**src/hw/rtl/gdd_pkg.sv**
```systemverilog
// Shared types, widths and constants for the Gregorian day difference block.
// No dependencies; imported by gdd_ordinal, gregorian_day_difference and its testbench.
package gdd_pkg;

  localparam int DAY_W  = 5;
  localparam int MON_W  = 4;
  localparam int YEAR_W = 14;
  localparam int ORD_W  = 23;   // day ordinal of a date, years up to 16383
  localparam int DIST_W = 22;
  localparam int MBD_W  = 9;    // days before a month, at most 334

  localparam int IN_TDATA_W  = 48;
  localparam int OUT_TDATA_W = 24;

  localparam logic [DIST_W-1:0] DIST_MAX = '1;

  // ceil(y / 100) = ((y + 99) * RECIP_100) >> RECIP_SHIFT, exact for y + 99 < 2^15
  localparam int RECIP_100   = 5243;
  localparam int RECIP_SHIFT = 19;
  localparam int PROD_W      = 28;
  localparam int Q100_W      = 8;

  typedef struct packed {
    logic [YEAR_W-1:0] year;
    logic [MON_W-1:0]  month;
    logic [DAY_W-1:0]  day;
  } date_t;

  typedef enum logic [1:0] {
    ORD_EQUAL   = 2'b00,
    ORD_LATER   = 2'b01,
    ORD_EARLIER = 2'b11
  } order_t;

  // Days in the months before the given one, non-leap year.
  // Month zero counts nothing; months above twelve count like December.
  function automatic logic [MBD_W-1:0] days_before_month(input logic [MON_W-1:0] m);
    logic [MBD_W-1:0] r;
    case (m)
      4'd0, 4'd1: r = 9'd0;
      4'd2:       r = 9'd31;
      4'd3:       r = 9'd59;
      4'd4:       r = 9'd90;
      4'd5:       r = 9'd120;
      4'd6:       r = 9'd151;
      4'd7:       r = 9'd181;
      4'd8:       r = 9'd212;
      4'd9:       r = 9'd243;
      4'd10:      r = 9'd273;
      4'd11:      r = 9'd304;
      default:    r = 9'd334;
    endcase
    return r;
  endfunction

endpackage

```
**src/hw/rtl/gdd_ordinal.sv**
```systemverilog
// Three-stage pipeline mapping one date to its day ordinal since year zero.
// Depends on gdd_pkg; the caller supplies the shared stall enable.
module gdd_ordinal
  import gdd_pkg::*;
(
  input  logic             clk,
  input  logic             en,
  input  date_t            date_i,
  output logic [ORD_W-1:0] ordinal_o
);

  localparam int Y1_W = YEAR_W + 1;

  // Stage a: constant multiplies
  date_t              a_date_r;
  logic [ORD_W-1:0]   a_y365_r;
  logic [PROD_W-1:0]  a_prod_r;
  logic [YEAR_W-2:0]  a_ceil4_r;

  logic [Y1_W-1:0]    y99;
  logic [Y1_W-1:0]    y3;

  assign y99 = Y1_W'(date_i.year) + Y1_W'(99);
  assign y3  = Y1_W'(date_i.year) + Y1_W'(3);

  always_ff @(posedge clk) begin
    if (en) begin
      a_date_r  <= date_i;
      a_y365_r  <= ORD_W'(date_i.year) * ORD_W'(365);
      a_prod_r  <= PROD_W'(y99) * PROD_W'(RECIP_100);
      a_ceil4_r <= y3[Y1_W-1:2];
    end
  end

  // Stage b: century count, leap test, partial year sum
  date_t              b_date_r;
  logic [ORD_W-1:0]   b_base_r;
  logic [Q100_W-1:0]  b_q100_r;
  logic               b_leap_r;

  logic [Q100_W-1:0]  q100;
  logic [Y1_W-1:0]    q100_x100;
  logic               div100;
  logic               leap;

  assign q100      = a_prod_r[RECIP_SHIFT +: Q100_W];
  assign q100_x100 = Y1_W'(q100) * Y1_W'(100);
  assign div100    = (q100_x100 == Y1_W'(a_date_r.year));
  // divisible by 4, and either not by 100 or also by 400
  assign leap      = (a_date_r.year[1:0] == 2'b00) && (!div100 || (q100[1:0] == 2'b00));

  always_ff @(posedge clk) begin
    if (en) begin
      b_date_r <= a_date_r;
      b_base_r <= a_y365_r + ORD_W'(a_ceil4_r);
      b_q100_r <= q100;
      b_leap_r <= leap;
    end
  end

  // Stage c: finish the year count, add months and day
  logic [Q100_W:0]    q3;
  logic [ORD_W-1:0]   ord_nxt;
  logic [ORD_W-1:0]   ord_r;
  logic               leap_add;

  assign q3       = (Q100_W+1)'(b_q100_r) + (Q100_W+1)'(3);
  assign leap_add = b_leap_r && (b_date_r.month > MON_W'(2));
  assign ord_nxt  = b_base_r - ORD_W'(b_q100_r) + ORD_W'(q3[Q100_W:2])
                  + ORD_W'(days_before_month(b_date_r.month))
                  + ORD_W'(leap_add) + ORD_W'(b_date_r.day);

  always_ff @(posedge clk) begin
    if (en) begin
      ord_r <= ord_nxt;
    end
  end

  assign ordinal_o = ord_r;

endmodule

```
**src/hw/rtl/gregorian_day_difference.sv**
```systemverilog
// Top level: days between two Gregorian dates, plus their order.
// Depends on gdd_pkg and gdd_ordinal (one instance per date).
//
// Usage:
//   in_*  : one word per date pair (day, month, year of each date).
//   out_* : one word per pair: saturated absolute day distance and order
//           (1 first later, -1 first earlier, 0 equal).
//   Years above MAX_YEAR are clamped before comparing and counting.
// Timing:
//   Five register stages: clamp/compare, multiply, century/leap,
//   ordinal sum, distance/saturate. out_tvalid is the last stage's valid
//   bit and rises with the result in dist_r; one word per cycle is
//   sustained, limited only by the output side taking words.
// Reset:
//   rst_n low empties the pipeline; out_tvalid drops and in_tready rises
//   once reset is released.
// Stall:
//   While out_tvalid is high and out_tready low the whole pipeline holds,
//   in_tready is low, and no word is dropped or repeated.
module gregorian_day_difference
  import gdd_pkg::*;
#(
  parameter int MAX_YEAR = 9999
) (
  input  logic                   clk,
  input  logic                   rst_n,
  input  logic                   in_tvalid,
  output logic                   in_tready,
  // [4:0] first_day, [8:5] first_month, [22:9] first_year,
  // [27:23] second_day, [31:28] second_month, [45:32] second_year, [47:46] zero
  input  logic [IN_TDATA_W-1:0]  in_tdata,
  output logic                   out_tvalid,
  input  logic                   out_tready,
  // [21:0] day_distance, [23:22] order (signed)
  output logic [OUT_TDATA_W-1:0] out_tdata
);

  localparam int CMP_W = 17;

  logic en;
  assign en = !out_tvalid || out_tready;
  assign in_tready = rst_n && en;

  // Field unpacking and year clamp
  date_t d1_in, d2_in, d1, d2;

  assign d1_in.day   = in_tdata[4:0];
  assign d1_in.month = in_tdata[8:5];
  assign d1_in.year  = in_tdata[22:9];
  assign d2_in.day   = in_tdata[27:23];
  assign d2_in.month = in_tdata[31:28];
  assign d2_in.year  = in_tdata[45:32];

  always_comb begin
    d1 = d1_in;
    d2 = d2_in;
    if (CMP_W'(d1_in.year) > CMP_W'(MAX_YEAR)) d1.year = YEAR_W'(MAX_YEAR);
    if (CMP_W'(d2_in.year) > CMP_W'(MAX_YEAR)) d2.year = YEAR_W'(MAX_YEAR);
  end

  // Stage 1: clamped dates and their order
  date_t  s1_d1_r, s1_d2_r;
  order_t s1_ord_r, ord_nxt;

  always_comb begin
    if (d1 == d2)      ord_nxt = ORD_EQUAL;
    else if (d1 > d2)  ord_nxt = ORD_LATER;
    else               ord_nxt = ORD_EARLIER;
  end

  always_ff @(posedge clk) begin
    if (en) begin
      s1_d1_r  <= d1;
      s1_d2_r  <= d2;
      s1_ord_r <= ord_nxt;
    end
  end

  // Stages 2 to 4: ordinal of each date
  logic [ORD_W-1:0] o1, o2;

  gdd_ordinal u_ord1 (
    .clk       (clk),
    .en        (en),
    .date_i    (s1_d1_r),
    .ordinal_o (o1)
  );

  gdd_ordinal u_ord2 (
    .clk       (clk),
    .en        (en),
    .date_i    (s1_d2_r),
    .ordinal_o (o2)
  );

  // Order travels alongside the ordinal stages
  order_t s2_ord_r, s3_ord_r, s4_ord_r;

  always_ff @(posedge clk) begin
    if (en) begin
      s2_ord_r <= s1_ord_r;
      s3_ord_r <= s2_ord_r;
      s4_ord_r <= s3_ord_r;
    end
  end

  // Valid bits, one per stage
  logic [4:0] vld_r;

  always_ff @(posedge clk) begin
    if (!rst_n) begin
      vld_r <= '0;
    end else if (en) begin
      vld_r <= {vld_r[3:0], in_tvalid};
    end
  end

  // Stage 5: absolute distance, saturated
  logic [ORD_W-1:0]  diff;
  logic [DIST_W-1:0] dist_nxt;
  logic [DIST_W-1:0] dist_r;
  order_t            out_ord_r;

  assign diff     = (o1 >= o2) ? (o1 - o2) : (o2 - o1);
  assign dist_nxt = diff[ORD_W-1] ? DIST_MAX : diff[DIST_W-1:0];

  always_ff @(posedge clk) begin
    if (en) begin
      dist_r    <= dist_nxt;
      out_ord_r <= s4_ord_r;
    end
  end

  assign out_tvalid = vld_r[4];
  assign out_tdata  = {out_ord_r, dist_r};

  // Checks
  a_equal_zero: assert property (@(posedge clk) disable iff (!rst_n)
    out_tvalid && (out_ord_r == ORD_EQUAL) |-> (dist_r == '0))
    else $error("equal dates with nonzero distance");

  a_order_code: assert property (@(posedge clk) disable iff (!rst_n)
    out_tvalid |-> (out_tdata[23:22] != 2'b10))
    else $error("invalid order code");

  a_accept_enters: assert property (@(posedge clk) disable iff (!rst_n)
    in_tvalid && in_tready |=> vld_r[0])
    else $error("accepted word not in stage 1");

  a_stall_holds: assert property (@(posedge clk) disable iff (!rst_n)
    out_tvalid && !out_tready |=> $stable(vld_r) && $stable(dist_r))
    else $error("pipeline moved during stall");

endmodule

```
**config.mk**
```make
export PLATFORM = sky130hd
export DESIGN_NAME = gregorian_day_difference
export DESIGN_NICKNAME = d
export VERILOG_FILES = /design/src/hw/rtl/gdd_pkg.sv /design/src/hw/rtl/gdd_ordinal.sv /design/src/hw/rtl/gregorian_day_difference.sv
export SDC_FILE = /design/constraint.sdc
export NUM_CORES = 2
export LEC_CHECK = 0
export BUFFER_PORTS_ARGS = -buffer_cell sky130_fd_sc_hd__buf_2
export CORE_ASPECT_RATIO = 0.5
export CORE_MARGIN = 4
export CORE_UTILIZATION = 55
export DETAILED_ROUTE_END_ITERATION = 7
export GPL_TIMING_DRIVEN = 0
export PLACE_DENSITY = 0.71
export SLEW_MARGIN = 20
export SYNTH_ARGS = -nofsm -noshare
export SYNTH_HDL_FRONTEND = slang
export SYNTH_SLANG_ARGS = --single-unit
```
**constraint.sdc**
```tcl
create_clock -name clk -period 23.3 [get_ports clk]
set_clock_uncertainty 0.2 [all_clocks]
set_input_delay 5.825 -clock clk [delete_from_list [all_inputs] [get_ports clk]]
set_output_delay 5.825 -clock clk [all_outputs]
set_load 0.02 [all_outputs]
```
==> metrics.txt <==
# TYPE chip_impl_metric gauge
chip_impl_metric{name="postCtsSetupRepairBufs",unit=""} 0
chip_impl_metric{name="ant_nets",unit=""} 0
chip_impl_info{name="cts_tree",value="done"} 1
chip_impl_metric{name="stdcell_area",unit="sq mm"} 0.03679
chip_impl_metric{name="synth_seq_cells",unit=""} 359
chip_impl_info{name="clockRootBuffer",value="clkbuf_16"} 1
chip_impl_metric{name="grtUsageTotal",unit=""} 0.2162
chip_impl_metric{name="seq_area_frac_synth",unit=""} 0.3114
chip_impl_metric{name="syn-mean-instance-area",unit="sq um"} 10.71
chip_impl_metric{name="ioPinCount",unit=""} 78
chip_impl_metric{name="max_slew_violation_count",unit=""} 0
chip_impl_metric{name="core_region_area",unit="sq mm"} 0.06007
chip_impl_info{name="type_of_the_setup_path_with_the_least_slack",value="in -> out"} 1
chip_impl_metric{name="proportion_of_layout_cells_with_a_drive_suffix_above_1",unit=""} 0.06083
chip_impl_info{name="run_status",value="completed"} 1
chip_impl_metric{name="pre_cts_ws",unit="ns"} 9.794
chip_impl_metric{name="cts.clk_slew.worst_paths",unit="ns"} 0.06
chip_impl_metric{name="die-width",unit="um"} 359
chip_impl_metric{name="worstPathRequired",unit="ns"} 17.27
chip_impl_metric{name="cts.repair.resized",unit=""} 0
chip_impl_metric{name="count_of_synthesis_stage_warnings_from_yosys",unit=""} 0
chip_impl_metric{name="crit_fanout",unit=""} 34
chip_impl_metric{name="postLayoutSetupSlackWorst",unit="ns"} 9.778
chip_impl_info{name="synth_top_cells_by_area",value="edfxtp_1, ha_1, fa_1"} 1
chip_impl_metric{name="clock_path_buffers",unit=""} 3
chip_impl_metric{name="grt-ovfl-total",unit=""} 0
chip_impl_metric{name="clock_latency",unit="ns"} 0.56
chip_impl_metric{name="share_of_synthesized_registers_carrying_an_async_set_or_reset",unit=""} 0
chip_impl_info{name="post-synth-top-area-cell",value="edfxtp_1"} 1
chip_impl_metric{name="drt-wirelength-per-cell",unit="um"} 16.76
chip_impl_metric{name="globalplace.congestion",unit=""} 0.8984
chip_impl_metric{name="sink_count",unit=""} 359
chip_impl_metric{name="number_of_vias_per_cell",unit=""} 5.342
chip_impl_metric{name="die_ar",unit="sq mm"} 0.06588
chip_impl_metric{name="worst_slew_pin_slew",unit="ns"} 1.047
chip_impl_metric{name="initial_utilization",unit=""} 0.5641
chip_impl_metric{name="synth_cell_type_count",unit=""} 84
chip_impl_metric{name="synthToLayoutAreaGrowth",unit="%"} 8.583
chip_impl_metric{name="std_cell_rows",unit=""} 63
chip_impl_info{name="end_kind",value="output pin"} 1
chip_impl_metric{name="syn-cell-area",unit="sq mm"} 0.03388
chip_impl_metric{name="cap_viol_max_count",unit=""} 0
chip_impl_info{name="synth_top_flop_cell",value="edfxtp_1"} 1
chip_impl_metric{name="multi_input_comb_area",unit="sq mm"} 0.02073
chip_impl_metric{name="timing.final.crit_period",unit="ns"} 13.52
chip_impl_info{name="worstSetupStartpointType",value="input port"} 1
chip_impl_metric{name="seq_area",unit="sq mm"} 0.01055
chip_impl_info{name="rsz0062_at_grt",value="false"} 1
chip_impl_metric{name="syn_inst",unit=""} 3163
chip_impl_metric{name="synth_top_area_share",unit=""} 0.2978
chip_impl_metric{name="whs",unit="ns"} 0.2111
chip_impl_metric{name="cp.arrival",unit="ns"} 7.50
chip_impl_metric{name="insertedDiodeCount",unit=""} 0
chip_impl_metric{name="number_of_antenna_violations_at_the_first_check_in_global_routing",unit=""} 2
chip_impl_metric{name="finalSetupViolations",unit=""} 0
chip_impl_metric{name="place.detailed.hpwl",unit="um"} 58720
chip_impl_metric{name="synth-edff-count",unit=""} 336
chip_impl_metric{name="max_freq",unit="MHz"} 73.96
chip_impl_metric{name="die_h",unit="um"} 183.5
chip_impl_metric{name="drcViolationCount",unit=""} 0
chip_impl_metric{name="final_min_period_over_clock_period",unit=""} 0.5803
chip_impl_info{name="yosysMostFrequentCell",value="inv_1"} 1
chip_impl_metric{name="num-nets-final",unit=""} 4182
chip_impl_metric{name="totalWireLength",unit="um"} 69270
chip_impl_metric{name="global_route_wire_length_before_repair",unit="um"} 115000
chip_impl_metric{name="grt_pass1_vias",unit=""} 22497
chip_impl_info{name="min_path_type",value="reg -> reg"} 1
chip_impl_metric{name="first_pass_iters",unit=""} 5
chip_impl_metric{name="cts_buffers",unit=""} 39
chip_impl_metric{name="holdBufCountCts",unit=""} 0
chip_impl_metric{name="layout.filler_cells",unit=""} 4860
chip_impl_metric{name="vias",unit=""} 22079
chip_impl_metric{name="slew_headroom",unit=""} 0.2970
chip_impl_metric{name="detailed_place.area",unit="sq mm"} 0.03551
chip_impl_metric{name="post_syn_nets",unit=""} 4055
chip_impl_metric{name="pin_count_of_the_biggest_net_entering_global_routing",unit=""} 36
chip_impl_metric{name="final_hold_vios",unit=""} 0
chip_impl_metric{name="io_buffer_count",unit=""} 75
chip_impl_info{name="synth.top_cells.by_count",value="inv_1, ha_1, edfxtp_1, fa_1, xnor2_1"} 1
chip_impl_metric{name="cts-htree-levels",unit=""} 2
chip_impl_metric{name="detailedRoute.firstIterationViolations",unit=""} 1208
-- cell usage in the layout, fill, tap and decap left out, types with 71 or more instances in the layout --
master    instances
a21o_1           76
edfxtp_1        336
o21ai_0          77
a21oi_1         122
fa_1            262
xor2_1           71
buf_2            85
inv_1           635
ha_1            578
nor2_1          126
nand2_1         126
xnor2_1         186
-- cell families after synthesis --
| logic type | Yosys count | synth area share |
|---|---|---|
| mux | 25 | 0.007423 |
| simple gates | 558 | 0.08261 |
| buf+inv | 676 | 0.07667 |
| flops | 359 | 0.3114 |
| compound gates | 447 | 0.08671 |
| xor+xnor | 258 | 0.06692 |
| fa+ha+maj | 840 | 0.3683 |
-- registers in the layout, summed over array words and instances (netlist names), 9 cells and up, named ones only --
signal            cells
u_ord1.ordinal_o     23
u_ord2.b_base_r      23
u_ord2.b_date_r       9
u_ord1.b_date_r       9
u_ord1.b_base_r      23
u_ord1.a_date_r      21
u_ord2.ordinal_o     23
u_ord2.a_ceil4_r     13
dist_r               22
s1_d2_r              23
u_ord2.a_y365_r      23
u_ord1.a_y365_r      23
s1_d1_r              23
u_ord1.a_ceil4_r     13
u_ord2.a_date_r      21
-- final cells by class --
cell class	count	area share
Buffer	38	0.005544
Inverter	638	0.06510
Clock buffer	51	0.02942
Multi-Input combinational cell	2128	0.5636
Clock inverter	21	0.005374
Tap cell	812	0.02762
Sequential cell	359	0.2868
Timing Repair Buffer	86	0.01660
-- per-stage QoR --
| step | cells | TNS, ns | util |
|---|---|---|---|
| 2_1_floorplan | 3163 | 0 | - |
| 3_3_place_gp | 4050 | -6.275 | 0.5872 |
| 3_5_place_dp | 4061 | 0 | 0.5912 |
| 4_1_cts | 4133 | 0 | 0.6125 |
| 5_1_grt | 4133 | 0 | 0.6125 |
| 6_report | 4133 | 0 | 0.6125 |
-- path summary, 6_finish.rpt --
path | from | to | slack, ns | depth (start not counted)
max | out_tready | in_tready | 9.78 | 8
min | s1_d1_r[6]$_DFFE_PN_ | u_ord1.a_date_r[6]$_DFFE_PN_ | 0.21 | 0
max reg2reg | s1_d1_r[10]$_DFFE_PN_ | u_ord1.a_prod_r[26]$_DFFE_PN_ | 14.80 | 28
min reg2reg | s1_d1_r[6]$_DFFE_PN_ | u_ord1.a_date_r[6]$_DFFE_PN_ | 0.21 | 0
-- critical path, stage by stage --
cell      delay [ns]
buf_2           0.10
nor2b_1         0.09
clkbuf_1        0.36
inv_2           0.20
buf_2           0.32
buf_12          0.25
and2_1          0.18
buf_2           0.15
-- layer usage --
layer / routed length, um / share of wire / track usage / up-vias
li1: - / - / - / 10913
met1: 33240 / 0.48 / 0.3114 / 10648
met2: 30550 / 0.44 / 0.3471 / 433
met4: 1645 / 0.024 / 0.05361 / 2
met5: 20 / 0.00029 / 0 / -
met3: 3818 / 0.055 / 0.03233 / 83
Power is left out: the tool's default activity adds up to more than one toggle a clock period on the data nets, which glitch-free logic cannot reach.
